`src/hw/rtl/assert_macros.svh`:
```
// Assertion macros shared by the bit packer RTL.
// Included by the modules that check their own invariants.
`ifndef ASSERT_MACROS_SVH
`define ASSERT_MACROS_SVH

`ifndef ASSERT_OFF
`define ASSERT_CHK(lbl, clk, rstn, prop) \
    lbl: assert property (@(posedge clk) disable iff (!(rstn)) (prop)) \
        else $error("assertion failed");
`define ASSERT_NEVER(lbl, clk, rstn, cond) \
    lbl: assert property (@(posedge clk) disable iff (!(rstn)) !(cond)) \
        else $error("forbidden condition seen");
`else
`define ASSERT_CHK(lbl, clk, rstn, prop)
`define ASSERT_NEVER(lbl, clk, rstn, cond)
`endif

`endif

```
`src/hw/rtl/mbp_pkg.sv`:
```
// Package for the MSB-first bit packer: constants, opcodes and item types.
// Used by every module of the block; depends on nothing.
`default_nettype none

package mbp_pkg;

    localparam int MaxFieldBits = 64;
    localparam int DataBits     = 64;
    localparam int ByteBits     = 8;
    localparam int QueueDepth   = 4;
    localparam int QueueAw      = $clog2(QueueDepth);

    localparam logic [1:0] OpWrite    = 2'd0;
    localparam logic [1:0] OpAlign    = 2'd1;
    localparam logic [1:0] OpTrailing = 2'd2;
    localparam logic [1:0] OpFlush    = 2'd3;

    typedef struct packed {
        logic [1:0]  opcode;
        logic [63:0] field_value;
        logic [6:0]  field_width;
    } t_in_item;

    typedef struct packed {
        logic [7:0] out_byte;
        logic       last_of_run;
    } t_out_item;

    // Bytes of one item, first byte in the top bits.
    typedef struct packed {
        logic [DataBits-1:0] data;
        logic [3:0]          nbytes;
    } t_job;

    typedef struct packed {
        logic valid;
        t_job job;
    } t_push;

endpackage

`default_nettype wire

```
`src/hw/rtl/msb_first_bit_packer.sv`:
```
// MSB-first bit packer: packs fields of 0 to 64 bits into bytes.
// Top level; depends on mbp_pkg, mbp_front, mbp_queue and mbp_back.
//
// Input channel (i_in_valid, o_in_stall, i_in_item) takes one item per cycle:
// write a field, pad to a byte with zeros, write a one bit and pad, or flush.
// The output channel (o_out_valid, i_out_stall, o_out_item) gives the bytes
// each item completes, first written bit in bit 7, with last_of_run set on
// the last byte of an item. Items that complete no byte give no output.
// The first byte of an item passes through the job queue and the output register
// after the item is accepted; the remaining bytes follow one per cycle while the
// receiver does not stall. The output side sends one byte per cycle when not
// stalled; a four-entry job queue lets short items enter back to back while
// a wide one drains.
// When the receiver stalls, the output byte holds and the queue fills; the
// input stalls only while that queue is full.
// Reset clears the pending bits, the queue and the output valid flag.
`default_nettype none

module msb_first_bit_packer (
    input  wire logic          i_clk,
    input  wire logic          i_rst_n,
    input  wire logic          i_in_valid,
    output logic               o_in_stall,
    input  mbp_pkg::t_in_item  i_in_item,
    output logic               o_out_valid,
    input  wire logic          i_out_stall,
    output mbp_pkg::t_out_item o_out_item
);

    logic           accept;
    logic           full;
    logic           empty;
    logic           pop;
    mbp_pkg::t_push push;
    mbp_pkg::t_job  head;

    assign o_in_stall = full;
    assign accept     = i_in_valid && !full;

    mbp_front u_front (
        .i_clk    (i_clk),
        .i_rst_n  (i_rst_n),
        .i_accept (accept),
        .i_item   (i_in_item),
        .o_push   (push)
    );

    mbp_queue u_queue (
        .i_clk   (i_clk),
        .i_rst_n (i_rst_n),
        .i_push  (push),
        .i_pop   (pop),
        .o_full  (full),
        .o_empty (empty),
        .o_head  (head)
    );

    mbp_back u_back (
        .i_clk       (i_clk),
        .i_rst_n     (i_rst_n),
        .i_head      (head),
        .i_empty     (empty),
        .o_pop       (pop),
        .i_out_stall (i_out_stall),
        .o_out_valid (o_out_valid),
        .o_out_item  (o_out_item)
    );

endmodule

`default_nettype wire

```
`src/hw/rtl/mbp_front.sv`:
```
// Front end of the bit packer: accepts items, merges them with the pending bits
// and hands whole bytes to the queue. Depends on mbp_pkg.
`default_nettype none

module mbp_front (
    input  wire logic             i_clk,
    input  wire logic             i_rst_n,
    input  wire logic             i_accept,
    input  mbp_pkg::t_in_item     i_item,
    output mbp_pkg::t_push        o_push
);

    localparam int WordBits = mbp_pkg::DataBits + mbp_pkg::ByteBits;

    logic [7:0] r_part8;
    logic [2:0] r_count;
    logic [7:0] n_part8;
    logic [2:0] n_count;

    logic [6:0]                   width_sat;
    logic [mbp_pkg::DataBits-1:0] vshift;
    logic [WordBits-1:0]          word;
    logic [WordBits-1:0]          word_sh;
    logic [6:0]                   total;
    mbp_pkg::t_job                job;

    always_comb begin
        width_sat = (i_item.field_width > 7'(mbp_pkg::MaxFieldBits))
                  ? 7'(mbp_pkg::MaxFieldBits) : i_item.field_width;
        vshift    = i_item.field_value << (7'(mbp_pkg::DataBits) - width_sat);
        word      = {r_part8, {mbp_pkg::DataBits{1'b0}}}
                  | ({vshift, 8'b0} >> r_count);
        total     = {4'b0, r_count} + width_sat;
        word_sh   = word << {total[6:3], 3'b000};
        job       = '0;
        n_part8   = 8'b0;
        n_count   = 3'b0;
        case (i_item.opcode)
            mbp_pkg::OpWrite: begin
                job.data   = word[WordBits-1:mbp_pkg::ByteBits];
                job.nbytes = total[6:3];
                n_part8    = word_sh[WordBits-1 -: 8];
                n_count    = total[2:0];
            end
            mbp_pkg::OpTrailing: begin
                job.data   = {r_part8 | (8'h80 >> r_count), {(mbp_pkg::DataBits-8){1'b0}}};
                job.nbytes = 4'd1;
            end
            mbp_pkg::OpAlign, mbp_pkg::OpFlush: begin
                job.data   = {r_part8, {(mbp_pkg::DataBits-8){1'b0}}};
                job.nbytes = (r_count != 3'd0) ? 4'd1 : 4'd0;
            end
            default: begin
                job = '0;
            end
        endcase
        o_push.valid = i_accept && (job.nbytes != 4'd0);
        o_push.job   = job;
    end

    always_ff @(posedge i_clk) begin
        if (!i_rst_n) begin
            r_part8 <= 8'b0;
            r_count <= 3'b0;
        end else if (i_accept) begin
            r_part8 <= n_part8;
            r_count <= n_count;
        end
    end

endmodule

`default_nettype wire

```
`src/hw/rtl/mbp_queue.sv`:
```
// Short job queue between the front and back ends of the bit packer.
// Depends on mbp_pkg and assert_macros.svh.
`default_nettype none

module mbp_queue (
    input  wire logic          i_clk,
    input  wire logic          i_rst_n,
    input  mbp_pkg::t_push     i_push,
    input  wire logic          i_pop,
    output logic               o_full,
    output logic               o_empty,
    output mbp_pkg::t_job      o_head
);

    mbp_pkg::t_job                r_mem [mbp_pkg::QueueDepth];
    logic [mbp_pkg::QueueAw-1:0]  r_wr_ptr;
    logic [mbp_pkg::QueueAw-1:0]  r_rd_ptr;
    logic [mbp_pkg::QueueAw:0]    r_count;
    logic [mbp_pkg::QueueAw:0]    n_count;

    assign o_full  = (r_count == (mbp_pkg::QueueAw+1)'(mbp_pkg::QueueDepth));
    assign o_empty = (r_count == '0);
    assign o_head  = r_mem[r_rd_ptr];

    always_comb begin
        n_count = r_count;
        if (i_push.valid && !i_pop) begin
            n_count = r_count + 1'b1;
        end else if (!i_push.valid && i_pop) begin
            n_count = r_count - 1'b1;
        end
    end

    always_ff @(posedge i_clk) begin
        if (i_push.valid) begin
            r_mem[r_wr_ptr] <= i_push.job;
        end
    end

    always_ff @(posedge i_clk) begin
        if (!i_rst_n) begin
            r_wr_ptr <= '0;
            r_rd_ptr <= '0;
            r_count  <= '0;
        end else begin
            if (i_push.valid) begin
                r_wr_ptr <= r_wr_ptr + 1'b1;
            end
            if (i_pop) begin
                r_rd_ptr <= r_rd_ptr + 1'b1;
            end
            r_count <= n_count;
        end
    end

`include "assert_macros.svh"

    `ASSERT_NEVER(a_no_push_when_full, i_clk, i_rst_n, i_push.valid && o_full)
    `ASSERT_NEVER(a_no_pop_when_empty, i_clk, i_rst_n, i_pop && o_empty)
    `ASSERT_CHK(a_count_tracks_ptrs, i_clk, i_rst_n, (r_count == (mbp_pkg::QueueAw+1)'(mbp_pkg::QueueDepth)) || (r_count[mbp_pkg::QueueAw-1:0] == (r_wr_ptr - r_rd_ptr)))

endmodule

`default_nettype wire

```
`src/hw/rtl/mbp_back.sv`:
```
// Back end: drains queued jobs one byte per cycle, when not stalled, into the
// output register of the bit packer. Depends on mbp_pkg and assert_macros.svh.
`default_nettype none

module mbp_back (
    input  wire logic          i_clk,
    input  wire logic          i_rst_n,
    input  mbp_pkg::t_job      i_head,
    input  wire logic          i_empty,
    output logic               o_pop,
    input  wire logic          i_out_stall,
    output logic               o_out_valid,
    output mbp_pkg::t_out_item o_out_item
);

    logic                         r_out_valid;
    mbp_pkg::t_out_item           r_out_item;
    logic [mbp_pkg::DataBits-1:0] r_cur_data;
    logic [3:0]                   r_cur_left;
    logic                         slot_free;

    assign slot_free   = !r_out_valid || !i_out_stall;
    assign o_pop       = slot_free && (r_cur_left == 4'd0) && !i_empty;
    assign o_out_valid = r_out_valid;
    assign o_out_item  = r_out_item;

    always_ff @(posedge i_clk) begin
        if (!i_rst_n) begin
            r_out_valid <= 1'b0;
            r_cur_left  <= 4'd0;
        end else if (slot_free) begin
            if (r_cur_left != 4'd0) begin
                r_out_valid            <= 1'b1;
                r_out_item.out_byte    <= r_cur_data[mbp_pkg::DataBits-1 -: 8];
                r_out_item.last_of_run <= (r_cur_left == 4'd1);
                r_cur_data             <= r_cur_data << mbp_pkg::ByteBits;
                r_cur_left             <= r_cur_left - 4'd1;
            end else if (!i_empty) begin
                r_out_valid            <= 1'b1;
                r_out_item.out_byte    <= i_head.data[mbp_pkg::DataBits-1 -: 8];
                r_out_item.last_of_run <= (i_head.nbytes == 4'd1);
                r_cur_data             <= i_head.data << mbp_pkg::ByteBits;
                r_cur_left             <= i_head.nbytes - 4'd1;
            end else begin
                r_out_valid <= 1'b0;
            end
        end
    end

`include "assert_macros.svh"

    `ASSERT_CHK(a_left_in_range, i_clk, i_rst_n, r_cur_left <= 4'd7)
    `ASSERT_CHK(a_pop_nonempty_job, i_clk, i_rst_n, o_pop |-> (i_head.nbytes != 4'd0 && i_head.nbytes <= 4'd8))
    `ASSERT_CHK(a_mid_run_not_last, i_clk, i_rst_n, (r_cur_left != 4'd0) |-> (r_out_valid && !r_out_item.last_of_run))

endmodule

`default_nettype wire
```
`config.mk`:
```
export PLATFORM = sky130hd
export DESIGN_NAME = msb_first_bit_packer
export DESIGN_NICKNAME = d
export VERILOG_FILES = /design/src/hw/rtl/mbp_pkg.sv /design/src/hw/rtl/msb_first_bit_packer.sv /design/src/hw/rtl/mbp_front.sv /design/src/hw/rtl/mbp_queue.sv /design/src/hw/rtl/mbp_back.sv
export VERILOG_INCLUDE_DIRS = /design/src /design/src/hw/rtl
export SDC_FILE = /design/constraint.sdc
export NUM_CORES = 1
export LEC_CHECK = 0
export ABC_AREA = 0
export BUFFER_PORTS_ARGS = -buffer_cell sky130_fd_sc_hd__buf_2
export CAP_MARGIN = 20
export CORE_ASPECT_RATIO = 1.4
export CORE_MARGIN = 3
export CORE_UTILIZATION = 35
export CTS_CLUSTER_SIZE = 8
export DETAILED_ROUTE_END_ITERATION = 10
export HOLD_SLACK_MARGIN = 0.1
export PLACE_DENSITY = 0.56
export SYNTH_ARGS = -nofsm -noshare
export SYNTH_HDL_FRONTEND = slang
export SYNTH_HIERARCHICAL = 1
export SYNTH_SLANG_ARGS = --single-unit
```
`constraint.sdc`:
```
create_clock -name i_clk -period 6.4 [get_ports i_clk]
set_clock_uncertainty 0.1 [all_clocks]
set_input_delay 0.64 -clock i_clk [delete_from_list [all_inputs] [get_ports i_clk]]
set_output_delay 0.64 -clock i_clk [all_outputs]
set_load 0.05 [all_outputs]
```
==> impl_metrics.json <==
{
  "synth_flop_cell": "sky130_fd_sc_hd__edfxtp_1",
  "multi_input_comb_area_um2": 13320,
  "growth_of_design_area_from_synthesis_to_finish_pct": 14.36,
  "floorplan.die.height_um": 321.4,
  "global_route_usage_sum": 0.3154,
  "run_status": "complete, no violations",
  "hold_start": "i_out_stall",
  "detailedRoute.firstIterationViolations": 2194,
  "crit_path_top_delay_cell": "sky130_fd_sc_hd__a2111oi_0",
  "placed_cell_area_um2": 26940,
  "synth.area.top_cells": "sky130_fd_sc_hd__edfxtp_1 (41%), sky130_fd_sc_hd__mux4_2 (8.2%), sky130_fd_sc_hd__mux2i_1 (5.0%), sky130_fd_sc_hd__mux2_2 (4.8%), sky130_fd_sc_hd__nor2_1 (2.6%)",
  "synth.largest_area_cell": "sky130_fd_sc_hd__edfxtp_1",
  "post_cts.repair.setup_buffers": 0,
  "final.period_utilization": 0.9048,
  "min_period_ns": 5.791,
  "power_density_nw_per_um2": 326.6,
  "floorplan.initialDensity": 0.3534,
  "postSynthNetCount": 2417,
  "dr_total_vias": 22272,
  "floorplan.die_area_um2": 74320,
  "regArea_um2": 10630,
  "syn_area_per_cell_um2": 10.69,
  "via_per_inst": 6.522,
  "most_frequent_cells_after_synthesis": "sky130_fd_sc_hd__edfxtp_1 (337), sky130_fd_sc_hd__nor2_1 (174), sky130_fd_sc_hd__nand2_1 (171), sky130_fd_sc_hd__mux2i_1 (125), sky130_fd_sc_hd__o21ai_0 (116)",
  "slew-limit-headroom": 0.1879,
  "netlist_area_um2": 24860,
  "drc_errors": 0,
  "worst_reg_to_reg_cells": 12,
  "clkTransAtPathRegs_ns": 0.06,
  "nets": 2537,
  "grt_remaining_overflow": 0,
  "final_layout_size_suffix_gt1_frac": 0.2298,
  "synth.most_common_cell": "sky130_fd_sc_hd__edfxtp_1",
  "synth_edf_count": 337,
  "fmax_mhz": 172.7,
  "min_path_cells": 3,
  "core_area_um2": 70360,
  "h-tree-depth": 2,
  "path_class": "in2reg",
  "report.final.setup_viol": 0,
  "path_common_cell": "sky130_fd_sc_hd__nand2_1",
  "timing.critical_path.slowest_cell_delay_ns": 1.01,
  "max-clock-path-buffers": 3,
  "numPortBuffers": 87,
  "worst_hold_path_type": "in2reg",
  "avgRoutedWirePerCell_um": 35.01,
  "yosysTopAreaCellShare": 0.4070,
  "synthDistinctLibCells": 106,
  "insertion_delay_ns": 0.57,
  "maximum_number_of_pins_on_one_net_before_global_route_repair": 66,
  "post_synth_inst_count": 2326,
  "worst_ir_drop_on_vdd_uv": 203.0,
  "routed_wirelength_mm": 119.6,
  "antenna_violating_nets_post_route": 0,
  "hold_viol_final": 0,
  "timing_worst_slew_pin_value_ns": 1.187,
  "cts_sinks": 362,
  "ys_async_sr_fraction": 0,
  "final_max_slew_viol_count": 0,
  "grt_setup_unrepaired": "false",
  "critical_path.reg2reg.startpoint": "u_front/r_count[0]",
  "cts_made_buffers": 51,
  "clock_tree_from_tritoncts": "done",
  "drt_first_pass_iters": 6,
  "cp.required_ns": 6.78,
  "static-leakage-power_nw": 9.998,
  "setup.worst_path.start_class": "input port",
  "placement_rows": 115,
  "antenna_found_initial": 2,
  "finish.instance_area_um2": 28430,
  "place_hpwl_mm": 91.13,
  "worstPathMaxFanout": 32,
  "fillCellCount": 6833,
  "maxCapViolCount": 0,
  "hold_end": "u_back/o_out_valid",
  "clock-root-buffer": "sky130_fd_sc_hd__clkbuf_16",
  "ys_seq_elements": 362,
  "fp.dieW_um": 231.3,
  "critical_path_arrival_ns": 6.17,
  "synth.yosys.seq_area_share": 0.4271,
  "pin_count": 88,
  "wire_length_of_the_first_global_routing_pass_mm": 169.0,
  "cts_stage_hold_buffer_count": 0,
  "capture_point_of_the_worst_reg_to_reg_path": "u_queue/r_mem[3][15]",
  "r2r_slack_ns": 1.92,
  "crit_chain": "buf_2 -> inv_1 -> nand2_1 -> ha_4 -> buf_4 -> and3b_1 -> o21ai_1 -> a32oi_1 -> nand2_1 -> o22ai_1 -> o21ai_0 -> nand3_1 -> a21oi_1 -> a2111oi_0 -> a311oi_1 -> o32ai_1",
  "yosysWarningCount": 6,
  "ctsResizeCount": 0,
  "grt_pass1_vias": 22582,
  "place.gp.congestion": 1.084,
  "fin_setup_tns_ns": 0,
  "timing.critical_path.to_type": "flop"
}
==> metrics by stage <==
stage	std cells	total power, mW	utilization	worst slack, ns	hold slack, ns
after floorplan	2326	5.511	-	0.5748	0.3724
after global placement	3328	6.774	0.3828	0.2042	0.3935
after detailed placement	3329	6.797	0.3829	0.2815	0.4186
after CTS	3412	9.314	0.4040	0.8370	0.2871
after global routing	3413	9.644	0.4041	0.4814	0.3379
final	3415	9.287	0.4041	0.6093	0.3017
==> power by group <==
part           total, mW  internal (mW)  switching (mW)
registers           3.27           3.09           0.181
logic               3.52           1.36            2.16
clock network       2.50           1.53           0.964
==> cell type report <==
class | count | share of cell area
flip-flops and latches | 362 | 0.3739
clock inverters | 4 | 0.002948
diodes | 3 | 0.0002640
well taps | 936 | 0.04119
repair buffers | 253 | 0.06037
multi-input cells | 1752 | 0.4686
inverters | 26 | 0.003432
clock buffers | 79 | 0.04933
==> registers in the layout, indices dropped and copies added, names as in the netlist, named ones only <==
register,flops
u_front/r_part8,8
u_back/o_out_item,9
u_queue/r_count,3
u_front/r_count,3
u_queue/r_wr_ptr,2
u_queue/r_mem,272
u_back/o_out_valid,1
u_back/r_cur_data,56
u_back/r_cur_left,4
u_queue/r_rd_ptr,2
==> worst max path at each step <==
stage                                   from                   end
final                           i_in_item[6]    u_front/r_part8[4]
after global routing            i_in_item[6]    u_front/r_part8[4]
after CTS                       i_in_item[1]  u_queue/r_mem[2][38]
after detailed placement        i_in_item[6]    u_front/r_part8[4]
after global placement          i_in_item[0]  u_queue/r_mem[0][62]
after floorplan           u_front/r_count[0]   u_queue/r_mem[0][0]
==> placed cells by master, fill, tap and decap left out, drive strengths merged, types with 58 or more instances in the layout <==
| cell type | n |
|---|---|
| mux4 | 91 |
| nor3 | 58 |
| nor2 | 174 |
| mux2i | 126 |
| a21oi | 101 |
| buf | 253 |
| clkbuf | 79 |
| nand3 | 76 |
| nand2 | 171 |
| mux2 | 106 |
| edfxtp | 337 |
| o21ai | 121 |
==> per-layer routing <==
metal	track usage	part of all wire	vias to the layer above	routed length [um]
li1	-	-	9527	-
met1	0.3335	0.34	11124	41020
met2	0.5515	0.50	1187	59310
met3	0.04119	0.053	434	6331
met4	0.2732	0.11	0	12910
met5	0	0	-	0
==> critical path, delay by kind of cell <==
family                   cells  cell delay (ns)
AND/OR/NAND/NOR              4             1.38
buffers and inverters        3             0.48
AO/OA/AOI/OAI                8             3.24
adder cells (fa/ha/maj)      1             0.42
==> cell families (layout without fill, tap and decap cells) <==
family                     count (synthesis)  count (layout)  synth area share
AOI/OAI and AO/OA                        663             663            0.1870
and+or+nand+nor                          739             739            0.1525
DFF                                      362             362            0.4271
muxes                                    323             323            0.1815
adders and majority gates                 14              14          0.007649
other                                      0               3                 0
buffers and inverters                    212             362           0.03940
xor gates and xnor gates                  13              13          0.004881
No activity file was read; power rests on OpenSTA's default activity.
